===== config.mk =====
export PLATFORM = sky130hd
export DESIGN_NAME = chebyshev_basis_with_derivative
export DESIGN_NICKNAME = d
export VERILOG_FILES = /design/src/rtl/cbd_pkg.sv /design/src/rtl/chebyshev_basis_with_derivative.sv /design/src/rtl/cbd_ctrl.sv /design/src/rtl/cbd_dp.sv
export SDC_FILE = /design/constraint.sdc
export NUM_CORES = 2
export LEC_CHECK = 0
export BUFFER_PORTS_ARGS = -buffer_cell sky130_fd_sc_hd__buf_2
export CORE_MARGIN = 3
export CORE_UTILIZATION = 35
export CTS_CLUSTER_SIZE = 20
export DETAILED_ROUTE_END_ITERATION = 8
export GPL_ROUTABILITY_DRIVEN = 0
export PLACE_DENSITY = 0.5
export RECOVER_POWER = 25
export SYNTH_ARGS = -nofsm -noshare
export SYNTH_HDL_FRONTEND = slang
export SYNTH_HIERARCHICAL = 1
export SYNTH_SLANG_ARGS = --single-unit

===== constraint.sdc =====
create_clock -name clk -period 10.7 [get_ports clk]
set_input_delay 2.675 -clock clk [delete_from_list [all_inputs] [get_ports clk]]
set_output_delay 2.675 -clock clk [all_outputs]
set_load 0.005 [all_outputs]

===== src/rtl/cbd_pkg.sv =====
// Shared types, constants and saturation helpers for the Chebyshev basis block.
`default_nettype none

package cbd_pkg;

  // Fraction bits of x, T_n and T'_n; the field widths below are fixed.
  localparam int FRAC_BITS   = 30;
  // Highest order the block ever produces.
  localparam int ORDER_LIMIT = 63;

  localparam int ORDER_W = 6;
  localparam int VALUE_W = 32;
  localparam int SLOPE_W = 48;

  localparam logic [ORDER_W-1:0] ORDER_LIMIT_V = ORDER_W'(ORDER_LIMIT);
  localparam logic [ORDER_W-1:0] MAX_ORDER_RST = 6'd16;

  localparam logic signed [VALUE_W-1:0] T_ONE = VALUE_W'(64'sd1 <<< FRAC_BITS);
  localparam logic signed [SLOPE_W-1:0] D_ONE = SLOPE_W'(64'sd1 <<< FRAC_BITS);

  localparam logic signed [63:0] VAL_MAX64   = 64'sd2147483647;
  localparam logic signed [63:0] VAL_MIN64   = -64'sd2147483648;
  localparam logic signed [63:0] SLOPE_MAX64 = 64'sd140737488355327;
  localparam logic signed [63:0] SLOPE_MIN64 = -64'sd140737488355328;

  typedef enum logic [3:0] {
    ST_IDLE,
    ST_WRITE,
    ST_SEED,
    ST_MUL_T,
    ST_MUL_LO,
    ST_MUL_HI,
    ST_SUM,
    ST_SLOPE
  } cbd_state_t;

  // Second multiplier operand: T_{n-1}, or the low or high part of D_{n-1}.
  typedef enum logic [1:0] {
    MSRC_T,
    MSRC_LO,
    MSRC_HI
  } cbd_msrc_t;

  typedef struct packed {
    logic               load;
    logic               seed;
    logic               mul_en;
    cbd_msrc_t          mul_src;
    logic               t_calc;
    logic               lo_keep;
    logic               s_calc;
    logic               d_calc;
    logic               emit;
    logic [ORDER_W-1:0] order;
    logic               last;
  } cbd_cmd_t;

  typedef struct packed {
    logic out_free;
  } cbd_sts_t;

  function automatic logic signed [VALUE_W-1:0] sat_val(input logic signed [63:0] v);
    logic signed [VALUE_W-1:0] r;
    if (v > VAL_MAX64) begin
      r = VAL_MAX64[VALUE_W-1:0];
    end else if (v < VAL_MIN64) begin
      r = VAL_MIN64[VALUE_W-1:0];
    end else begin
      r = v[VALUE_W-1:0];
    end
    return r;
  endfunction

  function automatic logic signed [SLOPE_W-1:0] sat_slope(input logic signed [63:0] v);
    logic signed [SLOPE_W-1:0] r;
    if (v > SLOPE_MAX64) begin
      r = SLOPE_MAX64[SLOPE_W-1:0];
    end else if (v < SLOPE_MIN64) begin
      r = SLOPE_MIN64[SLOPE_W-1:0];
    end else begin
      r = v[SLOPE_W-1:0];
    end
    return r;
  endfunction

endpackage

`default_nettype wire


===== src/rtl/chebyshev_basis_with_derivative.sv =====
// Top level of the Chebyshev basis generator with derivative.
//
//   Channel   Direction  Handshake            Payload
//   in_       input      in_valid/in_ready    in_sample_pos (unsigned Q0.SAMPLE_BITS)
//   out_      output     out_valid/out_ready  out_order, out_basis_value, out_basis_slope,
//                                             out_last
//   cfg_      input      cfg_we               cfg_wdata (max_order)
//
// One sample produces max_order+1 results, orders 0 upward, with out_last on the final one.
// Order 0 is written in the write step that follows the input transfer, and order 1 in the
// write step after the seed step. Every higher order takes six steps: three on the single
// shared 32x32 multiplier (x*T, x*D low half, x*D high half), one to reassemble the slope
// product, one to add and saturate, and one to write the result.
// Reset is synchronous and active low; it returns the sequencer to idle, empties the result
// register and sets max_order to 16.
// A stalled result transfer holds the sequencer at its next write, and the next sample is
// taken as soon as the last result of a run has been written, even if it has not left yet.
`default_nettype none

module chebyshev_basis_with_derivative
  import cbd_pkg::*;
#(
  parameter int SAMPLE_BITS = 16
) (
  input  wire logic                      clk,
  input  wire logic                      rst_n,
  input  wire logic                      in_valid,
  output      logic                      in_ready,
  input  wire logic [SAMPLE_BITS-1:0]    in_sample_pos,
  output      logic                      out_valid,
  input  wire logic                      out_ready,
  output      logic [ORDER_W-1:0]        out_order,
  output      logic signed [VALUE_W-1:0] out_basis_value,
  output      logic signed [SLOPE_W-1:0] out_basis_slope,
  output      logic                      out_last,
  input  wire logic                      cfg_we,
  input  wire logic [ORDER_W-1:0]        cfg_wdata
);

  cbd_cmd_t cmd;
  cbd_sts_t sts;

  // The sequencer owns the order counter and the max_order setting.
  cbd_ctrl u_ctrl (
    .clk       (clk),
    .rst_n     (rst_n),
    .in_valid  (in_valid),
    .in_ready  (in_ready),
    .cfg_we    (cfg_we),
    .cfg_wdata (cfg_wdata),
    .sts       (sts),
    .cmd       (cmd)
  );

  // The datapath holds x, the two previous orders of T and D, and the result register.
  cbd_dp #(
    .SAMPLE_BITS (SAMPLE_BITS)
  ) u_dp (
    .clk             (clk),
    .rst_n           (rst_n),
    .in_sample_pos   (in_sample_pos),
    .cmd             (cmd),
    .sts             (sts),
    .out_valid       (out_valid),
    .out_ready       (out_ready),
    .out_order       (out_order),
    .out_basis_value (out_basis_value),
    .out_basis_slope (out_basis_slope),
    .out_last        (out_last)
  );

endmodule

`default_nettype wire


===== src/rtl/cbd_ctrl.sv =====
// Sequencer for the Chebyshev recurrence: order counter, setting register and step control.
`default_nettype none

module cbd_ctrl
  import cbd_pkg::*;
(
  input  wire logic               clk,
  input  wire logic               rst_n,
  input  wire logic               in_valid,
  output      logic               in_ready,
  input  wire logic               cfg_we,
  input  wire logic [ORDER_W-1:0] cfg_wdata,
  input  wire cbd_sts_t           sts,
  output      cbd_cmd_t           cmd
);

  cbd_state_t         state_r, state_nxt;
  logic [ORDER_W-1:0] n_r;
  logic [ORDER_W-1:0] max_order_r;
  logic [ORDER_W-1:0] top;
  logic               is_last;
  logic               accept;

  assign top     = (max_order_r > ORDER_LIMIT_V) ? ORDER_LIMIT_V : max_order_r;
  assign is_last = (n_r == top);
  assign accept  = in_valid && in_ready;

  always_ff @(posedge clk) begin
    if (!rst_n) begin
      state_r     <= ST_IDLE;
      n_r         <= '0;
      max_order_r <= MAX_ORDER_RST;
    end else begin
      state_r <= state_nxt;
      if (cfg_we) begin
        max_order_r <= cfg_wdata;
      end
      if (cmd.load) begin
        n_r <= '0;
      end else if (cmd.emit) begin
        n_r <= n_r + ORDER_W'(1);
      end
    end
  end

  always_comb begin
    state_nxt = state_r;
    unique case (state_r)
      ST_IDLE: begin
        if (accept) state_nxt = ST_WRITE;
      end
      ST_WRITE: begin
        if (sts.out_free) begin
          if (is_last) begin
            state_nxt = ST_IDLE;
          end else if (n_r == '0) begin
            state_nxt = ST_SEED;
          end else begin
            state_nxt = ST_MUL_T;
          end
        end
      end
      ST_SEED:   state_nxt = ST_WRITE;
      ST_MUL_T:  state_nxt = ST_MUL_LO;
      ST_MUL_LO: state_nxt = ST_MUL_HI;
      ST_MUL_HI: state_nxt = ST_SUM;
      ST_SUM:    state_nxt = ST_SLOPE;
      ST_SLOPE:  state_nxt = ST_WRITE;
      default:   state_nxt = ST_IDLE;
    endcase
  end

  always_comb begin
    in_ready    = 1'b0;
    cmd         = '0;
    cmd.mul_src = MSRC_T;
    cmd.order   = n_r;
    cmd.last    = is_last;
    unique case (state_r)
      ST_IDLE: begin
        in_ready = 1'b1;
        cmd.load = in_valid;
      end
      ST_WRITE:  cmd.emit = sts.out_free;
      ST_SEED:   cmd.seed = 1'b1;
      ST_MUL_T: begin
        cmd.mul_en  = 1'b1;
        cmd.mul_src = MSRC_T;
      end
      ST_MUL_LO: begin
        cmd.mul_en  = 1'b1;
        cmd.mul_src = MSRC_LO;
        cmd.t_calc  = 1'b1;
      end
      ST_MUL_HI: begin
        cmd.mul_en  = 1'b1;
        cmd.mul_src = MSRC_HI;
        cmd.lo_keep = 1'b1;
      end
      ST_SUM:    cmd.s_calc = 1'b1;
      ST_SLOPE:  cmd.d_calc = 1'b1;
      default:   cmd = '0;
    endcase
  end

endmodule

`default_nettype wire


===== src/rtl/cbd_dp.sv =====
// Datapath: x mapping, shared multiplier, recurrence registers and result register.
`default_nettype none

module cbd_dp
  import cbd_pkg::*;
#(
  parameter int SAMPLE_BITS = 16
) (
  input  wire logic                      clk,
  input  wire logic                      rst_n,
  input  wire logic [SAMPLE_BITS-1:0]    in_sample_pos,
  input  wire cbd_cmd_t                  cmd,
  output      cbd_sts_t                  sts,
  output      logic                      out_valid,
  input  wire logic                      out_ready,
  output      logic [ORDER_W-1:0]        out_order,
  output      logic signed [VALUE_W-1:0] out_basis_value,
  output      logic signed [SLOPE_W-1:0] out_basis_slope,
  output      logic                      out_last
);

  localparam int XSHL = (FRAC_BITS + 1 >= SAMPLE_BITS) ? (FRAC_BITS + 1 - SAMPLE_BITS) : 0;
  localparam int XSHR = (FRAC_BITS + 1 >= SAMPLE_BITS) ? 0 : (SAMPLE_BITS - FRAC_BITS - 1);

  logic signed [VALUE_W-1:0] x_r, t_prev_r, t_cur_r, t_new_r;
  logic signed [SLOPE_W-1:0] d_prev_r, d_cur_r, d_new_r;
  logic signed [63:0]        p_r, lo_r, s_r;
  logic                      out_valid_r;
  logic [ORDER_W-1:0]        out_order_r;
  logic signed [VALUE_W-1:0] out_value_r;
  logic signed [SLOPE_W-1:0] out_slope_r;
  logic                      out_last_r;

  logic [63:0]               pos_w;
  logic [63:0]               x_full;
  logic signed [VALUE_W-1:0] mul_b;
  logic signed [63:0]        prod_w;
  logic signed [63:0]        t_sum;
  logic signed [79:0]        wide_sum;
  logic signed [79:0]        wide_sh;
  logic signed [63:0]        d_sum;

  // x = 2u - 1 in Q1.FRAC_BITS.
  assign pos_w  = 64'(in_sample_pos);
  assign x_full = ((pos_w << XSHL) >> XSHR) - 64'(T_ONE);

  always_comb begin
    unique case (cmd.mul_src)
      MSRC_T:  mul_b = t_cur_r;
      MSRC_LO: mul_b = $signed({16'd0, d_cur_r[15:0]});
      MSRC_HI: mul_b = d_cur_r[SLOPE_W-1:16];
      default: mul_b = t_cur_r;
    endcase
  end

  assign prod_w = 64'(x_r) * 64'(mul_b);

  // floor(2x T / 2^FRAC_BITS) is an arithmetic shift of the exact product.
  assign t_sum    = (p_r >>> (FRAC_BITS - 1)) - 64'(t_prev_r);
  // Reassemble x * D from its high and low partial products, then floor.
  assign wide_sum = ($signed({{16{p_r[63]}}, p_r}) <<< 16) + $signed({{16{lo_r[63]}}, lo_r});
  assign wide_sh  = wide_sum >>> (FRAC_BITS - 1);
  assign d_sum    = s_r + (64'(t_cur_r) <<< 1) - 64'(d_prev_r);

  always_ff @(posedge clk) begin
    if (cmd.load) begin
      x_r     <= x_full[VALUE_W-1:0];
      t_new_r <= T_ONE;
      d_new_r <= '0;
      t_cur_r <= '0;
      d_cur_r <= '0;
    end
    if (cmd.seed) begin
      t_new_r <= x_r;
      d_new_r <= D_ONE;
    end
    if (cmd.mul_en)  p_r     <= prod_w;
    if (cmd.t_calc)  t_new_r <= sat_val(t_sum);
    if (cmd.lo_keep) lo_r    <= p_r;
    if (cmd.s_calc)  s_r     <= wide_sh[63:0];
    if (cmd.d_calc)  d_new_r <= sat_slope(d_sum);
    if (cmd.emit) begin
      out_order_r <= cmd.order;
      out_value_r <= t_new_r;
      out_slope_r <= d_new_r;
      out_last_r  <= cmd.last;
      t_prev_r    <= t_cur_r;
      t_cur_r     <= t_new_r;
      d_prev_r    <= d_cur_r;
      d_cur_r     <= d_new_r;
    end
  end

  always_ff @(posedge clk) begin
    if (!rst_n) begin
      out_valid_r <= 1'b0;
    end else if (cmd.emit) begin
      out_valid_r <= 1'b1;
    end else if (out_ready) begin
      out_valid_r <= 1'b0;
    end
  end

  assign sts.out_free    = !out_valid_r || out_ready;
  assign out_valid       = out_valid_r;
  assign out_order       = out_order_r;
  assign out_basis_value = out_value_r;
  assign out_basis_slope = out_slope_r;
  assign out_last        = out_last_r;

endmodule

`default_nettype wire


After elaboration in Yosys (flattened, before gate mapping)
Index checks and enable logic that the tools add are counted.
{ "totals": {"reg_bits": 555, "latch_bits": 0, "ramBits": 0, "romBits": 0, "in_bits": 27, "output_inout_bits": 89, "n_memories": 0} }
{ "op_classes": {"addsub": 6, "n_mul": 1, "div_mod_pow": 0, "order_cmp": 5, "eq_ne": 12, "shifts": 0, "n_mux": 31, "n_bitwise": 1, "n_reduce_logical": 13} }
{ "ops": {"columns": ["operator", "count"], "rows": [
  ["$mux W48", 6],
  ["$mux W32", 7],
  ["$add A80 B64 Y80", 1],
  ["$gt A64 B32 Y1 const B", 1],
  ["$gt A64 B48 Y1 const B", 1],
  ["$lt A64 B32 Y1 const B", 1],
  ["$lt A64 B48 Y1 const B", 1],
  ["$mul A32 B32 Y64", 1],
  ["$pmux W32 S2", 1],
  ["$sub A52 B48 Y53", 1],
  ["$add A51 B33 Y52", 1],
  ["$sub A35 B32 Y36", 1],
  ["$sub A31 B31 Y32 const B", 1],
  ["$pmux W4 S7", 1],
  ["$eq A4 B3 Y1 const B", 4],
  ["$mux W4", 3],
  ["$mux W1", 11],
  ["$pmux W3 S3", 1],
  ["$eq A4 B2 Y1 const B", 2],
  ["$reduce_or A8 Y1", 1],
  ["$add A6 B1 Y6 const B", 1],
  ["$eq A6 B6 Y1", 1],
  ["$gt A6 B6 Y1 const B", 1],
  ["$logic_not A6 Y1", 1],
  ["other kinds (14)", 18]
]} }

Logic depth before layout (Yosys ltp)
{ "depth": {"word_depth": 6, "mapped_depth": 39, "ltp_nobuf": 35} }

By module
The synthesis kept the hierarchy.
{ "modules_own_cells": {"columns": ["mod", "n_inst", "cells_each", "area_per_inst_um2", "seq_area_each_um2"], "rows": [
  ["cbd_dp", 1, 4510, 47615.7, 14373.8],
  ["cbd_ctrl", 1, 100, 839.6, 300.3]
]} }

Worst setup path after synthesis
No wires, ideal clock.
{ "synth_path": {"path_kind": "register to register", "from": "register u_ctrl.state_r[2]", "to": "register u_dp.p_r[61] (data pin)", "setup_time_ns": 0.263, "t_arrival_ns": 9.615, "t_required_ns": 10.437, "slack_ns": 0.823, "path_stages_with_launch": 37, "path_buffers": 7, "period_less_slack_ns": 9.877, "cell_sequence": "dfxtp_1 clkbuf_1 nor3b_1 buf_4 inv_1 ha_1 clkbuf_1 clkbuf_1 buf_1 a21oi_1 clkbuf_1 nand2_1 fa_1 inv_1 fa_1 inv_1 fa_1 inv_1 fa_1 inv_1 fa_1 inv_1 fa_1 inv_1 fa_1 inv_1 fa_1 ha_1 clkbuf_1 a21oi_1 o21ai_0 a21o_1 a21o_1 a21oi_1 nor2b_1 a311oi_1 xnor2_1"} }
{ "synth_rtl": {"columns": ["element", "line", "rtl"], "rows": [
  ["start, declared", "cbd_ctrl.sv:17", "cbd_state_t state_r, state_nxt;"],
  ["start signal, assigned", "cbd_ctrl.sv:34", "state_r <= state_nxt;"],
  ["end signal, assigned", "cbd_dp.sv:77", "if (cmd.mul_en) p_r <= prod_w;"],
  ["end, declared", "cbd_dp.sv:27", "logic signed [63:0] p_r, lo_r, s_r;"]
]} }

Worst setup path in the final report
{ "layout_path": {"from": "register u_ctrl.state_r[2]", "to": "register u_dp.p_r[61] (data pin)"} }
{ "layout_between": {"elab_chain_cells": 5} }
{ "layout_lines": {"columns": ["element", "line", "rtl"], "rows": [
  ["$eq A4 B3 Y1 / $eq A4 B2 Y1 (equally long branches)", "cbd_ctrl.sv:79", "unique case (state_r)"],
  ["$pmux W3 S3 *", "cbd_ctrl.sv:79", null],
  ["$eq A2 B2 Y1 / $eq A2 B1 Y1 (equally long branches)", "cbd_dp.sv:48", "unique case (cmd.mul_src)"],
  ["$pmux W32 S2 *", "cbd_dp.sv:48", null],
  ["$mul A32 B32 Y64 *", "cbd_dp.sv:56", "assign prod_w = 64'(x_r) * 64'(mul_b);"],
  ["named net u_dp.prod_w[61]", "cbd_dp.sv:37", "logic signed [63:0] prod_w;"]
]} }
The timed path passes the listed nets; every way through them passes the cells marked *.
A chain may end at the register's enable or synchronous reset.

==> results_dict.tcl <==
set metrics [dict create \
    final_cell_mix "inv_1 (817), fa_1 (678), edfxtp_1 (478)" \
    ys.flop_type "edfxtp_1" \
    crit_start "u_ctrl/state_r[2]" \
    finalSetupTns_ps 0 \
    areaGrowthSynthToFinish_pct 9.62 \
    relSlewSlack_pct -93.2 \
    die-area_sq_mm 0.143 \
    synth-seq-cells 494 \
    cts_setup_buffers 0 \
    global_route.usage.met2_pct 30.3 \
    hold_path_class "reg -> reg" \
    drt_iter0_markers 2223 \
    coreArea_sq_mm 0.136 \
    fin_crit_ps 9940 \
    path_class "reg -> reg" \
    clk_pin_slew_worst_paths_ps 60 \
    ant_nets 0 \
    die_h_um 378 \
    busiest_layer "met2" \
    endpoint_kind "register" \
    final_common_cell "inv_1" \
    syn_avg_cell_area_sq_um 10.5 \
    max_slew.worst_pin.slew_ps 2900 \
    crit_arrival_ps 10350 \
    synthCells 4610 \
    synth-edff-count 478 \
    drt_first_pass_iters 5 \
    drt_wl_total_mm 135 \
    slew_violations 102 \
    cts_root_buf "clkbuf_16" \
    fmax_mhz 101 \
    yosysWarnings 6 \
    dr_total_vias 32477 \
    grt_max_degree 91 \
    synthesis.area_sq_mm 0.0485 \
    gr-usage-met1_pct 28.2 \
    antenna_found_initial 14 \
    insertion_delay_ps 690 \
    synth_fp_nets 5606 \
    grt_pass1_vias 33814 \
    numPortBuffers 115 \
    layout-drive-gt1-share_pct 7.02 \
    initial_core_util_pct 35.5 \
    startpoint_type "register" \
    ys_async_sr_fraction_pct 0 \
    synth_top_area_cell "edfxtp_1" \
    ys_top_cells_by_area "edfxtp_1 (30%), fa_1 (28%), ha_1 (7.5%)" \
    die_w_um 378 \
    status "complete, but fails checks" \
    cp_max_fo 61 \
    dpl.hpwl_mm 107 \
    cap_violations 2 \
    synth_cell_types 97 \
    grtUsageMet3_pct 1.93 \
    drc 0 \
    ys_seq_area_share_pct 30.3 \
    hold_viol_final 0 \
    fin_crit_sh_pct 92.9 \
    cts.htree.levels 2 \
    cp_slowest_stage_delay_ps 730 \
    grt.overflow.total 0 \
    ios 116 \
    multiInputGateArea_sq_mm 0.0300 \
    rr_startpoint "u_ctrl/state_r[2]" \
    violations "max-capacitance violations, max-slew violations" \
    grt_usage_pct 19.1 \
    vias_per_cell 4.99 \
    seq_area_sq_mm 0.0147 \
    synth_top_area_share_pct 29.6 \
    cts_made_buffers 59 \
    layout.nets 5673 \
    cpMaxStageDelayCell "fa_1" \
    rsz0062_at_grt "no" \
    hold_ws_ps 420 \
    hp-start "u_dp/t_cur_r[3]" \
    rows 135 \
    cts_tree "yes" \
    fin_worst_skew_ps 52.4 \
    grt_pass1_wl_mm 208 \
    clock_path_buffers 3 \
    cts_sinks 494 \
    crit_top_cell "inv_1" \
    fill_cells 13514 \
    setup-violations-final 0 \
    required_ps 11110 \
    drt-wirelength-per-cell_um 20.7 \
]
[routing by layer]
metal	share of wire, %	wire length [um]	vias to the layer above
li1	-	-	15195
met1	48	64800	16410
met2	45	60600	733
met3	4.7	6280	139
met4	2.3	3050	0
met5	0	0	-
[kinds of logic after synthesis]
group           synth area share [%]
simple gates                    13.0
buf+inv                         7.90
fa+ha+maj                       35.5
compound gates                  9.69
flops                           30.3
xor+xnor                        3.20
mux                            0.359
[state kept, by name, indices dropped and copies added, names as in the netlist, 16 cells and up]
register              cells
u_dp/t_new_r             32
u_dp/d_cur_r             48
u_dp/d_prev_r            48
u_dp/t_prev_r            32
u_dp/t_cur_r             32
u_dp/d_new_r             48
u_dp/lo_r                35
u_dp/x_r                 16
u_dp/s_r                 51
u_dp/out_basis_slope     48
u_dp/out_basis_value     32
u_dp/p_r                 49
[stage by stage]
stage               cells  instance area (sq um)  util, %  setup WS, ps
global route         6508                  53100     38.9          77.9
floorplan            4610                  48500        -           823
detailed placement   6397                  51200     37.5           375
CTS                  6508                  53100     38.9           324
finish               6510                  53100     38.9           755
global placement     6396                  51100     37.5           511
[critical path, delay by kind of cell (launching register included)]
kind	cells	cell delay, ps
buffers and inverters	11	1790
xor gates and xnor gates	1	120
and+or+nand+nor	3	570
adders and majority gates	10	5170
AOI/OAI and AO/OA	8	1410
DFF	1	570
[cell usage after synthesis (6+ instances only)]
cell type,instances
buf_1,6
nor2b_1,127
mux2i_1,14
and2_1,290
dfxtp_1,16
nor2_1,133
o21ai_1,19
buf_2,15
or3_1,12
and4_1,12
nand2_1,378
a21oi_1,216
o211ai_1,31
and3_1,33
a211oi_1,31
a211o_1,6
fa_1,678
nand2b_1,47
xor2_1,63
edfxtp_1,478
clkbuf_1,162
o21ai_2,7
nand4_1,42
o21a_1,28
o31ai_1,11
inv_1,817
nand3_1,73
nor3_1,38
a21boi_0,11
a221oi_1,14
a22oi_1,9
o21bai_1,21
o21ai_0,139
a31oi_1,16
xnor2_1,114
ha_1,291
a21o_1,97
[area by class of cell]
| type | instances | area share, % |
|---|---|---|
| inverter | 818 | 5.78 |
| antenna | 2 | 0.00942 |
| sequential | 494 | 27.6 |
| clock buffer | 64 | 2.82 |
| multi-input combinational | 3109 | 56.5 |
| timing repair buffer | 195 | 2.26 |
| tap | 1781 | 4.20 |
| clock inverter | 47 | 0.836 |
[repair_timing]
item	in CTS	in global routing
hold buffers	0	0
endpoints found under the hold margin	0	0
resized for setup	0	1
endpoints found under the setup margin	0	6
[path summary, 6_finish.rpt]
path / end / cells after the start / slack [ps]
setup / recovery: u_dp/p_r[61] / 33 / 760
hold reg to reg: u_dp/t_prev_r[3] / 0 / 420
setup reg to reg: u_dp/p_r[61] / 33 / 760
hold / removal: u_dp/t_prev_r[3] / 0 / 420
Power is left out: the tool's default activity adds up to more than one toggle a clock period on the data nets, which glitch-free logic cannot reach.
